==> src/hdl/mqttpp_pkg.sv <==
// Shared types and constants for the MQTT PUBLISH frame parser.
package mqttpp_pkg;

  // Parse phase, ordered so that body phases compare above PH_TLEN
  typedef enum logic [2:0] {
    PH_HEADER  = 3'd0,
    PH_LENGTH  = 3'd1,
    PH_TLEN    = 3'd2,
    PH_TOPIC   = 3'd3,
    PH_PID     = 3'd4,
    PH_PAYLOAD = 3'd5,
    PH_PAST    = 3'd6
  } phase_t;

  // Role code of a rejected byte
  localparam logic [2:0] ROLE_REJECT = 3'd7;

  // Header checks
  localparam logic [7:0] TYPE_MASK    = 8'hF0;
  localparam logic [7:0] PUBLISH_TYPE = 8'h30;
  localparam logic [1:0] QOS_MASK     = 2'h3;

  // Length field
  localparam logic [6:0] GROUP_MASK   = 7'h7F;
  localparam logic [2:0] MAX_LEN_BYTES = 3'd4;

  // Smallest buffer that can hold a frame
  localparam int unsigned MIN_BUFFER = 4;

  // Fixed offsets inside a frame
  localparam logic [3:0] TOPIC_BASE = 4'd3;

  // One input beat
  typedef struct packed {
    logic [7:0] rx_byte;
    logic       buffer_end;
  } item_t;

  // One result beat
  typedef struct packed {
    logic [2:0]  byte_role;
    logic        verdict_valid;
    logic        accepted;
    logic        qos_level;
    logic [15:0] topic_offset;
    logic [15:0] topic_length;
    logic [15:0] packet_identifier;
    logic [15:0] payload_offset;
    logic [15:0] payload_length;
  } result_t;

endpackage

==> src/hdl/mqttpp_core.sv <==
// Per-byte parse state and the combinational step that gives each byte's result.
module mqttpp_core #(
  parameter int COUNT_WIDTH = 16
) (
  input  logic               clk,
  input  logic               rst,
  input  logic               step,
  input  mqttpp_pkg::item_t  item,
  output mqttpp_pkg::result_t result
);

  localparam logic [COUNT_WIDTH-1:0] MaxCount = '1;

  // Parse state
  mqttpp_pkg::phase_t        parse_phase, parse_phase_next;
  logic [COUNT_WIDTH-1:0]    bytes_seen, bytes_seen_next;
  logic [27:0]               length_accum, length_accum_next;
  logic [2:0]                length_bytes, length_bytes_next;
  logic [COUNT_WIDTH-1:0]    frame_limit, frame_limit_next;
  logic [15:0]               topic_bytes, topic_bytes_next;
  logic [15:0]               packet_id_store, packet_id_store_next;
  logic                      qos_store, qos_store_next;
  logic                      reject_flag, reject_flag_next;
  logic [COUNT_WIDTH-1:0]    payload_start, payload_start_next;

  // Step intermediates
  logic [7:0]                b;
  logic [COUNT_WIDTH-1:0]    pos;
  logic [2:0]                role;
  logic [27:0]               group;
  logic [28:0]               fe;
  logic [3:0]                ts;
  logic [17:0]               topic_end;
  logic [17:0]               ps;
  logic [15:0]               tl;
  logic                      ok;

  always_comb begin
    b   = item.rx_byte;
    pos = bytes_seen;

    parse_phase_next     = parse_phase;
    bytes_seen_next      = bytes_seen;
    length_accum_next    = length_accum;
    length_bytes_next    = length_bytes;
    frame_limit_next     = frame_limit;
    topic_bytes_next     = topic_bytes;
    packet_id_store_next = packet_id_store;
    qos_store_next       = qos_store;
    reject_flag_next     = reject_flag | (bytes_seen == MaxCount);
    payload_start_next   = payload_start;

    role      = 3'(mqttpp_pkg::PH_HEADER);
    group     = '0;
    fe        = '0;
    tl        = '0;
    ts        = mqttpp_pkg::TOPIC_BASE + 4'(length_bytes);
    topic_end = 18'(ts) + 18'(topic_bytes);
    ps        = '0;

    // Advance the phase for this byte
    if (!reject_flag_next) begin
      unique case (parse_phase)
        mqttpp_pkg::PH_HEADER: begin
          role = 3'(mqttpp_pkg::PH_HEADER);
          if ((b & mqttpp_pkg::TYPE_MASK) != mqttpp_pkg::PUBLISH_TYPE ||
              (b[2:1] & mqttpp_pkg::QOS_MASK) > 2'd1) begin
            reject_flag_next = 1'b1;
          end else begin
            qos_store_next   = b[1];
            parse_phase_next = mqttpp_pkg::PH_LENGTH;
          end
        end
        mqttpp_pkg::PH_LENGTH: begin
          role = 3'(mqttpp_pkg::PH_LENGTH);
          unique case (length_bytes[1:0])
            2'd0: group = {21'd0, b[6:0] & mqttpp_pkg::GROUP_MASK};
            2'd1: group = {14'd0, b[6:0] & mqttpp_pkg::GROUP_MASK, 7'd0};
            2'd2: group = {7'd0, b[6:0] & mqttpp_pkg::GROUP_MASK, 14'd0};
            default: group = {b[6:0] & mqttpp_pkg::GROUP_MASK, 21'd0};
          endcase
          length_accum_next = length_accum | group;
          length_bytes_next = length_bytes + 3'd1;
          fe = 29'd1 + 29'(length_bytes_next) + 29'(length_accum_next);
          if (b[7]) begin
            if (length_bytes_next >= mqttpp_pkg::MAX_LEN_BYTES) begin
              reject_flag_next = 1'b1;
            end
          end else if (fe > 29'(MaxCount) ||
                       29'(mqttpp_pkg::TOPIC_BASE) + 29'(length_bytes_next) > fe) begin
            reject_flag_next = 1'b1;
          end else begin
            frame_limit_next = COUNT_WIDTH'(fe);
            parse_phase_next = mqttpp_pkg::PH_TLEN;
          end
        end
        mqttpp_pkg::PH_TLEN: begin
          role = 3'(mqttpp_pkg::PH_TLEN);
          if ((COUNT_WIDTH+1)'(pos) == (COUNT_WIDTH+1)'(length_bytes) + 1'b1) begin
            topic_bytes_next = {b, 8'd0};
          end else begin
            tl = topic_bytes | {8'd0, b};
            topic_bytes_next = tl;
            ps = 18'(ts) + 18'(tl) + 18'({qos_store, 1'b0});
            if (18'(ts) + 18'(tl) > 18'(frame_limit) || ps > 18'(frame_limit)) begin
              reject_flag_next = 1'b1;
            end else begin
              payload_start_next = COUNT_WIDTH'(ps);
              parse_phase_next   = mqttpp_pkg::PH_TOPIC;
            end
          end
        end
        default: begin
          // Place the byte by the known frame layout
          if (18'(pos) < topic_end) begin
            parse_phase_next = mqttpp_pkg::PH_TOPIC;
          end else if (pos < payload_start) begin
            parse_phase_next = mqttpp_pkg::PH_PID;
          end else if (pos < frame_limit) begin
            parse_phase_next = mqttpp_pkg::PH_PAYLOAD;
          end else begin
            parse_phase_next = mqttpp_pkg::PH_PAST;
          end
          role = 3'(parse_phase_next);
          if (parse_phase_next == mqttpp_pkg::PH_PID) begin
            if ((COUNT_WIDTH+1)'(pos) + 2'd2 == (COUNT_WIDTH+1)'(payload_start)) begin
              packet_id_store_next = {b, 8'd0};
            end else begin
              packet_id_store_next = packet_id_store | {8'd0, b};
            end
          end
        end
      endcase
    end
    if (reject_flag_next) role = mqttpp_pkg::ROLE_REJECT;

    // Count the byte, saturating
    if (bytes_seen < MaxCount) bytes_seen_next = bytes_seen + 1'b1;

    // Build the verdict on the final byte
    ok = !reject_flag_next &&
         bytes_seen_next >= COUNT_WIDTH'(mqttpp_pkg::MIN_BUFFER) &&
         parse_phase_next >= mqttpp_pkg::PH_TOPIC &&
         frame_limit_next <= bytes_seen_next;

    result = '0;
    if (item.buffer_end) begin
      result.verdict_valid = 1'b1;
      if (ok) begin
        result.accepted          = 1'b1;
        result.qos_level         = qos_store_next;
        result.topic_offset      = 16'(ts);
        result.topic_length      = topic_bytes_next;
        result.packet_identifier = qos_store_next ? packet_id_store_next : 16'd0;
        result.payload_offset    = 16'(payload_start_next);
        result.payload_length    = 16'(frame_limit_next - payload_start_next);
      end else begin
        role = mqttpp_pkg::ROLE_REJECT;
      end
    end
    result.byte_role = role;
  end

  // Hold or advance the state; rearm after the final byte
  always_ff @(posedge clk) begin
    if (rst || (step && item.buffer_end)) begin
      parse_phase     <= mqttpp_pkg::PH_HEADER;
      bytes_seen      <= '0;
      length_accum    <= '0;
      length_bytes    <= '0;
      frame_limit     <= '0;
      topic_bytes     <= '0;
      packet_id_store <= '0;
      qos_store       <= 1'b0;
      reject_flag     <= 1'b0;
      payload_start   <= '0;
    end else if (step) begin
      parse_phase     <= parse_phase_next;
      bytes_seen      <= bytes_seen_next;
      length_accum    <= length_accum_next;
      length_bytes    <= length_bytes_next;
      frame_limit     <= frame_limit_next;
      topic_bytes     <= topic_bytes_next;
      packet_id_store <= packet_id_store_next;
      qos_store       <= qos_store_next;
      reject_flag     <= reject_flag_next;
      payload_start   <= payload_start_next;
    end
  end

endmodule

==> src/hdl/mqtt_publish_frame_parser_unit.sv <==
// Top level: input register, parse step and result register of the PUBLISH parser.
// Each accepted input beat passes the input register, then the result register.
// Throughput: one byte per cycle while out_stall is low, via the combinational parse
// step between them; the input register can take a beat while a result waits.
// Reset: synchronous rst clears both registers' valid flags and all parse state;
// the parser also rearms itself after every final byte.
module mqtt_publish_frame_parser_unit #(
  parameter int COUNT_WIDTH = 16
) (
  input  logic        clk,
  input  logic        rst,
  input  logic        in_valid,
  output logic        in_stall,
  input  logic [7:0]  rx_byte,
  input  logic        buffer_end,
  output logic        out_valid,
  input  logic        out_stall,
  output logic [2:0]  byte_role,
  output logic        verdict_valid,
  output logic        accepted,
  output logic        qos_level,
  output logic [15:0] topic_offset,
  output logic [15:0] topic_length,
  output logic [15:0] packet_identifier,
  output logic [15:0] payload_offset,
  output logic [15:0] payload_length
);

  logic                in_full;
  mqttpp_pkg::item_t   in_item;
  logic                move;
  logic                take;
  mqttpp_pkg::result_t step_result;
  mqttpp_pkg::result_t out_result;

  // Move the held beat forward when the result register frees up
  assign move     = in_full && (!out_valid || !out_stall);
  assign in_stall = in_full && !move;
  assign take     = in_valid && !in_stall;

  // Input register
  always_ff @(posedge clk) begin
    if (rst) begin
      in_full <= 1'b0;
    end else if (take) begin
      in_full <= 1'b1;
    end else if (move) begin
      in_full <= 1'b0;
    end
  end

  always_ff @(posedge clk) begin
    if (take) begin
      in_item.rx_byte    <= rx_byte;
      in_item.buffer_end <= buffer_end;
    end
  end

  mqttpp_core #(
    .COUNT_WIDTH(COUNT_WIDTH)
  ) u_core (
    .clk    (clk),
    .rst    (rst),
    .step   (move),
    .item   (in_item),
    .result (step_result)
  );

  // Result register
  always_ff @(posedge clk) begin
    if (rst) begin
      out_valid <= 1'b0;
    end else begin
      out_valid <= move || (out_valid && out_stall);
    end
  end

  always_ff @(posedge clk) begin
    if (move) begin
      out_result <= step_result;
    end
  end

  assign byte_role         = out_result.byte_role;
  assign verdict_valid     = out_result.verdict_valid;
  assign accepted          = out_result.accepted;
  assign qos_level         = out_result.qos_level;
  assign topic_offset      = out_result.topic_offset;
  assign topic_length      = out_result.topic_length;
  assign packet_identifier = out_result.packet_identifier;
  assign payload_offset    = out_result.payload_offset;
  assign payload_length    = out_result.payload_length;

endmodule
==> config.mk <==
export PLATFORM = sky130hd
export DESIGN_NAME = mqtt_publish_frame_parser_unit
export DESIGN_NICKNAME = d
export VERILOG_FILES = /design/src/hdl/mqttpp_pkg.sv /design/src/hdl/mqttpp_core.sv /design/src/hdl/mqtt_publish_frame_parser_unit.sv
export SDC_FILE = /design/constraint.sdc
export NUM_CORES = 1
export LEC_CHECK = 0
export ABC_AREA = 0
export BUFFER_PORTS_ARGS = -buffer_cell sky130_fd_sc_hd__buf_4
export CAP_MARGIN = 20
export CORE_MARGIN = 2
export CORE_UTILIZATION = 60
export DETAILED_ROUTE_END_ITERATION = 12
export PLACE_DENSITY = 0.8
export SLEW_MARGIN = 10
export SYNTH_ARGS = -nofsm -noshare
export SYNTH_HDL_FRONTEND = slang
export SYNTH_SLANG_ARGS = --single-unit
==> constraint.sdc <==
create_clock -name clk -period 14.4 [get_ports clk]
set_input_delay 1.44 -clock clk [delete_from_list [all_inputs] [get_ports clk]]
set_output_delay 1.44 -clock clk [all_outputs]
set_load 0.005 [all_outputs]
==> impl_metrics.toml, run 1 <==
[timing]
post-route-period-util_pct = 62.02
holdWs_ns = 0.4820
worst_slack_ns = 5.469
tightest_slew_ns = 1.077
tns_ns = 0
maxSlewHeadroom_pct = 27.95
finalCriticalPeriod_ns = 8.931
rsz0062_at_grt = "false"
clock_skew_ns = 0.01684
fmax_mhz = 112.0
setup_viol = 0
hold_viol = 0
slew_violations = 0

[clock_tree]
cts_setup_buffers = 0
clockBufferDepth = 3
clk_pin_slew_ns = 0.06
cts_sinks = 201
clkLatencyLatePin_ns = 0.53
cts-root-buf = "clkbuf_16"
htreeDepth = 1
post_cts_resize_count = 0
cts_tree = "built"
numCtsBuffers = 23
ctsHoldBuffers = 0

[finish]
layoutNonFillerInstCount = 2037
drive_above_1_share_pct = 12.56
area_growth_pct = 10.95
finish.utilization_pct = 67.08
stdcell_area_um2 = 16170
fin_nets = 1846

[grt]
grt_pass1_wl_um = 66960
grt_usage_pct = 32.72
grt_pass1_vias = 12440
grt_max_degree = 104
overflow = 0
antenna_found_initial = 2

[logic_synthesis]
ys_types = 82
synthTopCellsByArea = "edfxtp_1 (17%), dfxtp_1 (16%), ha_1 (12%), nor2_1 (4.9%), xnor2_1 (4.1%)"
synth_top_cell_by_area = "edfxtp_1"
synth_top_area_share_pct = 17.10
synth_edf_count = 83
syn_avg_cell_area_um2 = 8.801
synth_seq_area_share_pct = 33.31
synth-seq-cells = 201
yosys_warnings = 0
synth_ff_type = "dfxtp_1"
yosysMostFrequentCell = "nor2_1"
syn_area_um2 = 14570
synth-async-reset-ratio_pct = 0
syn_inst = 1656
synth_common_cells = "nor2_1 (192), ha_1 (134), dfxtp_1 (118), a21oi_1 (114), nor3_1 (105)"

[detailed_routing]
dr.pass1.iters = 8
drtIter0Drc = 1190
route.vias.total = 13250
wirelength_um = 42560
viasPerCell = 6.505
post_drt_wl_per_cell_um = 20.89
drtAntennaViolNets = 0
drcViolationCount = 0

[worst_setup_path]
start_kind = "register"
crit_start = "u_core.length_bytes[0]"
required_ns = 14.76
endpoint_kind = "register"
slowest_stage = "dfxtp_1"
crit_top_cell = "o21ai_0"
path_class = "reg2reg"
worst-path-max-fanout = 19
arrival_ns = 9.29
max_stage_delay_ns = 0.68
r2r_start = "u_core.length_bytes[0]"

[pwr]
power_density_nw_per_um2 = 87.07
power_mw = 1.408
p_leak_nw = 6.535
peakVddDrop_mv = 0.1064

[die]
dieArea_um2 = 25550
rows = 57
fp.dieW_um = 159.9
start_util_pct = 60.46
die_y_um = 159.9
ios = 101
core_um2 = 24110

[placement]
place.port_buffers = 88
hpwl_um = 31160
gp_congestion = 1.001
placed_cell_area_um2 = 15380
dp_cells = 1993
place_ws_ns = 5.768

[status]
status = "completed"

[job]
drv_cap = 0

[min_path]
worstHoldStart = "u_core.packet_id_store[1]"
hold_class = "reg2reg"
## cell type report
| class | count | area [um2] |
|---|---|---|
| multi-input cells | 1280 | 8974 |
| diodes | 1 | 2.502 |
| well taps | 324 | 405.4 |
| inverters | 71 | 269.0 |
| fillers | 1978 | 7935 |
| flip-flops and latches | 201 | 4855 |
| clock inverters | 12 | 145.1 |
| repair buffers | 118 | 898.4 |
| clock buffers | 30 | 621.8 |
## final timing paths
path                            depth (start not counted)  slack (ns)                   endpoint
worst max register to register                         33        5.47         payload_length[15]
worst min-delay path                                    2        0.48  u_core.packet_id_store[1]
worst min register to register                          2        0.48  u_core.packet_id_store[1]
worst max-delay path                                   33        5.47         payload_length[15]
## layer usage
layer / vias up / track usage [%] / share of wire, % / wire length, um
met5: - / 0 / 0.023 / 10
met1: 6252 / 40.67 / 40 / 16820
met2: 662 / 52.97 / 45 / 19110
met4: 2 / 19.33 / 6.9 / 2954
li1: 6134 / - / - / -
met3: 200 / 6.494 / 8.6 / 3673
## cells by family (layout without fill, tap and decap cells)
kind of cell / after synthesis / in the layout / share of synthesized area, %
and+or+nand+nor: 578 / 578 / 20.42
AOI/OAI and AO/OA: 361 / 361 / 16.47
DFF: 201 / 201 / 33.31
buffers and inverters: 186 / 231 / 5.469
adders and majority gates: 138 / 138 / 12.05
xor gates and xnor gates: 121 / 121 / 7.366
muxes: 70 / 70 / 4.894
other: 1 / 13 / 0.02573
## placed cells by master (no fill, tap or decap), types with 9 or more instances in the layout
master and n:
a211oi_1 38, a21o_1 33, a21oi_1 114, a31oi_1 24
and3_1 14, buf_4 117, clkbuf_16 23, conb_1 12
dfxtp_1 118, edfxtp_1 83, ha_1 134, inv_1 70
mux2_2 10, mux2i_1 60, nand2_1 75, nand2b_1 15
nand3_1 36, nand4_1 35, nor2_1 192, nor2b_1 9
nor3_1 105, nor3b_1 9, nor4_1 13, nor4_2 16
o211ai_1 11, o21a_1 11, o21ai_0 44, or2_2 13
or3_1 10, xnor2_1 69, xor2_1 51
## worst max-delay path: cells and delay by family, from the launching register on
family / cells / cell delay [ns]
mux: 1 / 0.36
fa+ha+maj: 4 / 1.26
xor+xnor: 3 / 0.96
flops: 1 / 0.68
compound gates: 12 / 3.05
simple gates: 11 / 1.92
buf+inv: 2 / 0.52
## report_power, final
part	switching [mW]	internal, mW	leakage, nW	total (mW)
registers	0.0127	0.607	1.72	0.620
logic	0.119	0.0752	4.45	0.194
clock network	0.249	0.346	0.361	0.594
total	0.380	1.03	6.53	1.41
## state kept, by name, summed over array words and instances, names as in the netlist, 3 cells and up
| register | cells |
|---|---|
| in_item | 9 |
| u_core.length_bytes | 3 |
| u_core.parse_phase | 3 |
| u_core.topic_bytes | 16 |
| packet_identifier | 16 |
| payload_length | 16 |
| u_core.frame_limit | 16 |
| u_core.bytes_seen | 16 |
| u_core.length_accum | 28 |
| topic_length | 16 |
| topic_offset | 4 |
| payload_offset | 16 |
| u_core.payload_start | 16 |
| u_core.packet_id_store | 16 |
| byte_role | 3 |
(Power assumes the default switching activity.)
==> run 2: changes to the inputs <==
CORE_UTILIZATION = 56   (was 60)
PLACE_DENSITY = 0.79   (was 0.8)
clock period = 7.4 ns   (was 14.4 ns; I/O delays follow)
==> run 2 against run 1 <==
Via count is essentially flat. Clock skew grew 0.00088 ns. Largest power group unchanged. Sequential share of layout area fell by 0.94 points. Routed wire length increased by 4.1%. Clock power grew 77%. First-iteration DRC count increased by 21%.
==> impl_metrics.toml, run 2 (synthesis gave the netlist of run 1 again) <==
[die]
fp.dieW_um = 165.3
dieArea_um2 = 27330
core_um2 = 25840
ios = 101
die_y_um = 165.3
start_util_pct = 56.41
rows = 59

[clock_tree]
cts-root-buf = "clkbuf_16"
clkLatencyLatePin_ns = 0.53
cts_tree = "built"
ctsHoldBuffers = 0
numCtsBuffers = 22
clockBufferDepth = 3
htreeDepth = 1
cts_sinks = 201
clk_pin_slew_ns = 0.07

[finish]
multiInputGateArea_um2 = 9171
stdcell_area_um2 = 16700
mostFrequentLayoutCells = "nor2_1 (191), buf_4 (164), ha_1 (130), dfxtp_1 (118), a21oi_1 (109)"
layoutNonFillerInstCount = 2094
drive_above_1_share_pct = 17.00
final_common_cell = "nor2_1"
fill_cells = 2114
seq_area_um2 = 4855
insertedDiodeCount = 0
largest_reg_flops = 28
fin_nets = 1894
area_growth_pct = 14.56
top_register = "u_core.length_accum"

[timing]
setup_viol = 0
finalCriticalPeriod_ns = 7.189
slew_violations = 0
clock_skew_ns = 0.01772
tightest_slew_ns = 1.073
holdWs_ns = 0.3837
post-route-period-util_pct = 97.14
maxSlewHeadroom_pct = 28.23
fmax_mhz = 139.1
hold_viol = 0

[detailed_routing]
post_drt_wl_per_cell_um = 21.15
drcViolationCount = 0
viasPerCell = 6.321
wirelength_um = 44300
drtIter0Drc = 1442
drtAntennaViolNets = 0
route.vias.total = 13240
dr.pass1.iters = 8

[pwr]
power_mw = 2.670
power_density_nw_per_um2 = 159.9
p_leak_nw = 6.801
peakVddDrop_mv = 0.2071

[job]
drv_cap = 0

[worst_setup_path]
ff2ff_setup_slack_ns = 0.21
start_kind = "register"
required_ns = 7.77
worst-path-max-fanout = 7
slowest_stage = "fa_1"
path_class = "reg2reg"
arrival_ns = 7.56
endpoint_kind = "register"
max_stage_delay_ns = 0.47

[placement]
place.port_buffers = 88
placed_cell_area_um2 = 15710
dp_cells = 2042
hpwl_um = 32240
gp_congestion = 1.043

[grt]
antenna_found_initial = 0
grt_max_degree = 104
grt_pass1_vias = 12180
grt_pass1_wl_um = 67400
overflow = 0
grt_usage_pct = 31.73

[status]
status = "completed"

[min_path]
hold_class = "in2reg"
==> run 2: changes by cell type in the layout (fill, tap and decap cells not counted), sizes merged <==
cell	previous run	this run
buf	118	167
clkinv	4	10
clkbuf	30	26
bufinv	2	0
inv	73	71
diode	1	0
==> run 2: critical path: cells and delay by family, from the launching register on <==
kind            cells  cell delay (ns)
fa+ha+maj           5             1.64
compound gates     15             2.59
xor+xnor            1             0.17
buf+inv             4             0.39
simple gates       11             1.86
flops               1             0.35
==> run 2: path summary, 6_finish.rpt <==
path	cells after the start	from	end
worst min register to register	2	u_core.length_accum[5]	u_core.length_accum[5]
worst max-delay path	36	u_core.length_bytes[0]	payload_length[14]
worst max register to register	36	u_core.length_bytes[0]	payload_length[14]
worst min-delay path	1	rx_byte[6]	in_item[7]
==> run 2: area by class of cell <==
class	count	area share, %
repair buffers	167	7.726
clock inverters	14	0.6370
inverters	71	1.611
multi-input cells	1280	54.93
well taps	335	2.510
clock buffers	26	3.507
flip-flops and latches	201	29.08
==> run 2: power by group <==
part           internal (mW)  switching [mW]
clock network          0.575           0.479
logic                  0.166           0.247
registers               1.18          0.0237
total                   1.92           0.749
==> run 2: what timing repair did <==
| item | in CTS | in global routing |
|---|---|---|
| resized for setup | 7 | 32 |
| endpoints found under the setup margin | 2 | 10 |
| buffers inserted | 2 | 9 |
| hold endpoints to repair | 0 | 0 |
| pin swaps | 3 | 13 |
==> run 2: metrics by stage <==
stage,worst slack (ns),utilization (%),setup TNS [ns]
CTS,0.03305,63.70,0
global placement,0.2321,60.81,0
detailed placement,-0.1240,60.81,-0.1240
global route,-0.1795,64.62,-0.3734
floorplan,0.03767,-,0
finish,0.2115,64.62,0
==> run 2: layer usage <==
layer  vias up  track usage [%]  part of all wire, %
li1       6220                -                    -
met5         -                0                    0
met1      6199            39.74                   40
met3       146            5.719                  9.0
met2       672            52.56                   46
met4         0            16.07                  5.3
